$ cat src/hdl/tcw_pkg.sv
`timescale 1ns / 1ps
// ============================================================================
// Text console writer package
// Shared types, codes and constants of the text console writer.
// ============================================================================
package tcw_pkg;

    localparam int DEF_COLUMNS = 80;
    localparam int DEF_ROWS    = 25;

    localparam int MODE_W  = 2;
    localparam int CHAR_W  = 8;
    localparam int INDEX_W = 11;
    localparam int COL_W   = 7;
    localparam int ROW_W   = 5;
    localparam int POS_W   = 11;
    localparam int CELL_W  = 16;
    localparam int ATTR_W  = 8;

    localparam logic [MODE_W-1:0] MODE_PUT   = 2'd0;
    localparam logic [MODE_W-1:0] MODE_READ  = 2'd1;
    localparam logic [MODE_W-1:0] MODE_CLEAR = 2'd2;

    localparam logic [CHAR_W-1:0] CH_BS    = 8'h08;
    localparam logic [CHAR_W-1:0] CH_TAB   = 8'h09;
    localparam logic [CHAR_W-1:0] CH_LF    = 8'h0A;
    localparam logic [CHAR_W-1:0] CH_CR    = 8'h0D;
    localparam logic [CHAR_W-1:0] CH_SPACE = 8'h20;
    localparam logic [CHAR_W-1:0] CH_LAST  = 8'hFF;

    localparam logic [ATTR_W-1:0] RESET_ATTR = 8'h07;
    localparam logic [CELL_W-1:0] RESET_CELL = {RESET_ATTR, CH_SPACE};

    typedef enum logic [1:0] {
        ST_INIT,
        ST_IDLE,
        ST_READ,
        ST_SWEEP
    } ctl_state_t;

    typedef enum logic [1:0] {
        SW_INIT,
        SW_CLEAR,
        SW_SCROLL
    } sweep_kind_t;

    typedef struct packed {
        logic              take;
        logic [MODE_W-1:0] mode;
        logic              sweep_start;
        sweep_kind_t       sweep_kind;
        logic              sweep_run;
        logic              out_load;
        logic              out_from_read;
    } ctl_cmd_t;

    typedef struct packed {
        logic put_scroll;
        logic sweep_done;
    } dp_status_t;

endpackage

$ cat src/hdl/tcw_ctrl.sv
`timescale 1ns / 1ps
// ============================================================================
// Text console writer controller
// Sequences reset clearing, item acceptance, cell reads, sweeps and results.
// ============================================================================
module tcw_ctrl (
    input  logic                      clk,
    input  logic                      rst_n,
    input  logic                      req_valid,
    input  logic [tcw_pkg::MODE_W-1:0] req_mode,
    output logic                      req_ready,
    output logic                      rsp_valid,
    input  logic                      rsp_ready,
    input  tcw_pkg::dp_status_t       status,
    output tcw_pkg::ctl_cmd_t         cmd
);
    import tcw_pkg::*;

    ctl_state_t state_reg;
    ctl_state_t state_next;
    logic       out_valid_reg;
    logic       out_valid_next;
    logic       ready_w;

    always_ff @(posedge clk or negedge rst_n)
    begin
        if (!rst_n)
        begin
            state_reg     <= ST_INIT;
            out_valid_reg <= 1'b0;
        end
        else
        begin
            state_reg     <= state_next;
            out_valid_reg <= out_valid_next;
        end
    end

    always_comb
    begin
        state_next     = state_reg;
        cmd            = '0;
        cmd.mode       = req_mode;
        cmd.sweep_kind = SW_SCROLL;
        cmd.sweep_run  = (state_reg == ST_INIT) || (state_reg == ST_SWEEP);
        ready_w        = 1'b0;
        case (state_reg)
            ST_INIT:
            begin
                if (status.sweep_done)
                begin
                    state_next = ST_IDLE;
                end
            end
            ST_IDLE:
            begin
                ready_w = !out_valid_reg || rsp_ready;
                if (req_valid && ready_w)
                begin
                    cmd.take = 1'b1;
                    case (req_mode)
                        MODE_PUT:
                        begin
                            if (status.put_scroll)
                            begin
                                cmd.sweep_start = 1'b1;
                                cmd.sweep_kind  = SW_SCROLL;
                                state_next      = ST_SWEEP;
                            end
                            else
                            begin
                                cmd.out_load = 1'b1;
                            end
                        end
                        MODE_READ:
                        begin
                            state_next = ST_READ;
                        end
                        MODE_CLEAR:
                        begin
                            cmd.sweep_start = 1'b1;
                            cmd.sweep_kind  = SW_CLEAR;
                            state_next      = ST_SWEEP;
                        end
                        default:
                        begin
                            cmd.out_load = 1'b1;
                        end
                    endcase
                end
            end
            ST_READ:
            begin
                cmd.out_load      = 1'b1;
                cmd.out_from_read = 1'b1;
                state_next        = ST_IDLE;
            end
            ST_SWEEP:
            begin
                if (status.sweep_done)
                begin
                    cmd.out_load = 1'b1;
                    state_next   = ST_IDLE;
                end
            end
            default:
            begin
                state_next = ST_IDLE;
            end
        endcase
    end

    always_comb
    begin
        if (cmd.out_load)
        begin
            out_valid_next = 1'b1;
        end
        else if (out_valid_reg && rsp_ready)
        begin
            out_valid_next = 1'b0;
        end
        else
        begin
            out_valid_next = out_valid_reg;
        end
    end

    assign req_ready = ready_w;
    assign rsp_valid = out_valid_reg;

endmodule

$ cat config.mk
export PLATFORM = sky130hd
export DESIGN_NAME = tcw_ctrl
export DESIGN_NICKNAME = d
export VERILOG_FILES = /design/src/hdl/tcw_pkg.sv /design/src/hdl/tcw_ctrl.sv
export SDC_FILE = /design/constraint.sdc
export NUM_CORES = 1
export LEC_CHECK = 0
export BUFFER_PORTS_ARGS = -buffer_cell sky130_fd_sc_hd__buf_2
export CAP_MARGIN = 20
export CORE_AREA = 2 2 39 41
export CTS_CLUSTER_SIZE = 12
export DETAILED_ROUTE_END_ITERATION = 8
export DIE_AREA = 0 0 41 43
export SKIP_CTS_REPAIR_TIMING = 1
export SYNTH_ARGS = -nofsm -noshare
export SYNTH_HDL_FRONTEND = slang
export SYNTH_SLANG_ARGS = --single-unit
$ cat constraint.sdc
create_clock -name clk -period 2.1 [get_ports clk]
set_input_delay 0.42 -clock clk [delete_from_list [all_inputs] [get_ports clk]]
set_output_delay 0.42 -clock clk [all_outputs]
set_load 0.02 [all_outputs]
==> impl_metrics.env <==
export IMPL_dieArea_um2=1763
export IMPL_synthCells=39
export IMPL_drive_above_1_share_pct=37.29
export IMPL_grt_util_all_layers_pct=9.063
export IMPL_power_frac_comb_pct=64.0
export IMPL_start_util_pct=24.86
export IMPL_timing_final_max_slew_violations=0
export IMPL_clock_tree_root_cell="clkbuf_4"
export IMPL_synthXorXnorAreaFrac_pct=0
export IMPL_synth_cell_types=21
export IMPL_status="finished, final reports clean"
export IMPL_rows=14
export IMPL_die_y_um=43
export IMPL_ys_seq_area_share_pct=21.82
export IMPL_die_w_um=41
export IMPL_cp_arrival_ps=1570
export IMPL_setup_slack_ps=111.6
export IMPL_path_buf_inv=3
export IMPL_max_cap_violations=0
export IMPL_cts_sinks=3
export IMPL_swShare_pct=48.51
export IMPL_synth_compound_area_share_pct=14.91
export IMPL_async_reset_ff_share_pct=100.0
export IMPL_vias_per_cell=4.400
export IMPL_slowest_delay_ps=300
export IMPL_largest_reg_flops=2
export IMPL_finalSetupViolations=0
export IMPL_hold_violations=0
export IMPL_vdd_drop_max_mv=0.4935
export IMPL_worstMarginPinSlew_ps=246.6
export IMPL_htree_levels=1
export IMPL_synth_top_family_by_area="adder cells"
export IMPL_rsz0062_at_grt="no"
export IMPL_cts_clk_slew_worst_paths_ps=30
export IMPL_cts_tree="yes"
export IMPL_synthAdderAreaFrac_pct=25.45
export IMPL_drtIter0Drc=1
export IMPL_yosysWarnings=0
export IMPL_path_max_fanout=4
export IMPL_grt_pass1_vias=305
export IMPL_wirelength_um=697
export IMPL_gp_congestion=0.6844
export IMPL_reg2reg_from="state_reg[0]"
export IMPL_final_setup_tns_ps=0
export IMPL_relSlewSlack_pct=83.24
export IMPL_seq_power_share_pct=18.8
export IMPL_synth_edf_count=0
export IMPL_port_buffers=18
export IMPL_dr_total_vias=330
export IMPL_avgRoutedWirePerCell_um=9.293
export IMPL_max_freq_mhz=502.9
export IMPL_synth_simple_area_share_pct=22.91
export IMPL_place_area_um2=431.7
export IMPL_critPathRequiredTime_ps=1680
export IMPL_power_leakage_nw=0.2652
export IMPL_synth_main_ff_cell="dfrtp_1"
export IMPL_syn_cell_area_um2=344.1
export IMPL_cp_start_kind="primary input"
export IMPL_crit_path_cell_trace="buf_2 -> inv_1 -> ha_1 -> mux2i_2 -> a41oi_1 -> nor2_1 -> buf_2"
export IMPL_netlist_area_leader_share_pct=25.45
export IMPL_drc=0
export IMPL_finalNetCount=75
export IMPL_critical_path_class="in -> out"
export IMPL_hpwlAfterDp_um=605.3
export IMPL_grt_max_degree=7
export IMPL_place_ws_ps=92.87
export IMPL_grt_pass1_wl_mm=1.055
export IMPL_cts_buffers=3
export IMPL_antenna_left=0
export IMPL_coreArea_um2=1384
export IMPL_synth_most_common_cell="ha_1"
export IMPL_skew_ps=0.2991
export IMPL_hold_class="in -> async"
export IMPL_finalCritPeriodShare_pct=94.69
export IMPL_power_density_nw_per_um2=1215
export IMPL_antenna_found_initial=0
export IMPL_power_switching_w=0.0002779
export IMPL_synth_area_mux_share_pct=2.909
export IMPL_clock_latency_ps=230
export IMPL_final_cell_area_um2=471.7
export IMPL_crit_top_cell="buf_2"
export IMPL_post_route_util_pct=34.09
export IMPL_netlist_top_cells_area="ha_1, dfrtp_1, buf_4"
export IMPL_crit_family="buffers and inverters"
export IMPL_period_minus_slack_ps=1988
export IMPL_timing_hold_ws_ps=510.0
export IMPL_synth_ff_latch_count=3
export IMPL_areaGrowthSynthToFinish_pct=37.09
export IMPL_ioPinCount=19
export IMPL_synthTopCellsByCount="ha_1, inv_1, buf_4, dfrtp_1"
export IMPL_syn_area_per_cell_um2=8.823
export IMPL_cp_end_kind="primary output"
export IMPL_n_antenna_cell=0
export IMPL_cts_path_max_buffers=2
export IMPL_synth_net_count=54
export IMPL_intPower_w=0.0002950
export IMPL_p_clk_share_pct=17.1
export IMPL_yosys_area_top_type="ha_1"
export IMPL_grt_ovfl_total=0
export IMPL_crit_path_start="req_mode[0]"
export IMPL_cp_slowest_cell="mux2i_2"
export IMPL_drt_pass1_iter_count=3
-- routing by layer --
layer	part of all wire [%]	track usage (%)
met5	0	0
met4	0	8.000
met3	9.6	1.571
met2	51	15.63
met1	39	8.117
-- area by class of cell --
type / instances / area, um^2
fillers: 151 / 912.1
multi-input cells: 28 / 231.5
repair buffers: 19 / 100.1
flip-flops and latches: 3 / 75.07
clock buffers: 4 / 26.28
well taps: 16 / 20.02
inverters: 5 / 18.77
-- cell usage in the layout, fill, tap and decap left out, types with 2 or more instances in the layout --
| cell type | synthesis | routed |
|---|---|---|
| inv_1 | 5 | 5 |
| buf_2 | 0 | 18 |
| dfrtp_1 | 3 | 3 |
| nor2_1 | 2 | 2 |
| nor4b_1 | 2 | 2 |
| nor2b_1 | 2 | 2 |
| clkbuf_4 | 0 | 3 |
| and2_1 | 2 | 2 |
| ha_1 | 7 | 7 |
-- worst paths after layout --
| kind | end | slack (ps) | cells after the start |
|---|---|---|---|
| worst max-delay path | cmd[1] | 110 | 7 |
| worst min-delay path | rsp_valid | 510 | 2 |
| worst max register to register | state_reg[0] | 680 | 5 |
| worst min register to register | state_reg[1] | 560 | 1 |
| max in group asynchronous | state_reg[0] | 1490 | 2 |
| min in group clk | state_reg[0] | 550 | 3 |
-- metrics by stage --
| stage | std cells | power, W |
|---|---|---|
| after floorplan | 39 | 0.0003806 |
| after global placement | 70 | 0.0004694 |
| after detailed placement | 70 | 0.0004756 |
| after CTS | 74 | 0.0005802 |
| after global routing | 75 | 0.0006274 |
| final | 75 | 0.0005730 |
-- kinds of logic (layout without fill, tap and decap cells) --
group / after synthesis / in the layout
multiplexers: 1 / 1
AO/OA/AOI/OAI: 7 / 7
buffers and inverters: 8 / 28
AND/OR/NAND/NOR: 13 / 13
adder cells (fa/ha/maj): 7 / 7
flip-flops: 3 / 3
-- worst reg2reg max path, stage by stage (launching register included) --
cell and delay, ps:
dfrtp_1 380, inv_1 100, ha_1 350, o211ai_1 180, nor4b_1 70, a311oi_1 230
-- power groups by stage --
stage	combinational (W)	sequential, W	clock [W]
2_1_floorplan	0.000264	0.000117	0
3_3_place_gp	0.000361	0.000108	0
3_5_place_dp	0.000367	0.000109	0
4_1_cts	0.000367	0.000109	0.000105
6_report	0.000367	0.000108	0.0000980
5_1_grt	0.000408	0.000111	0.000108
(Power assumes the default switching activity.)
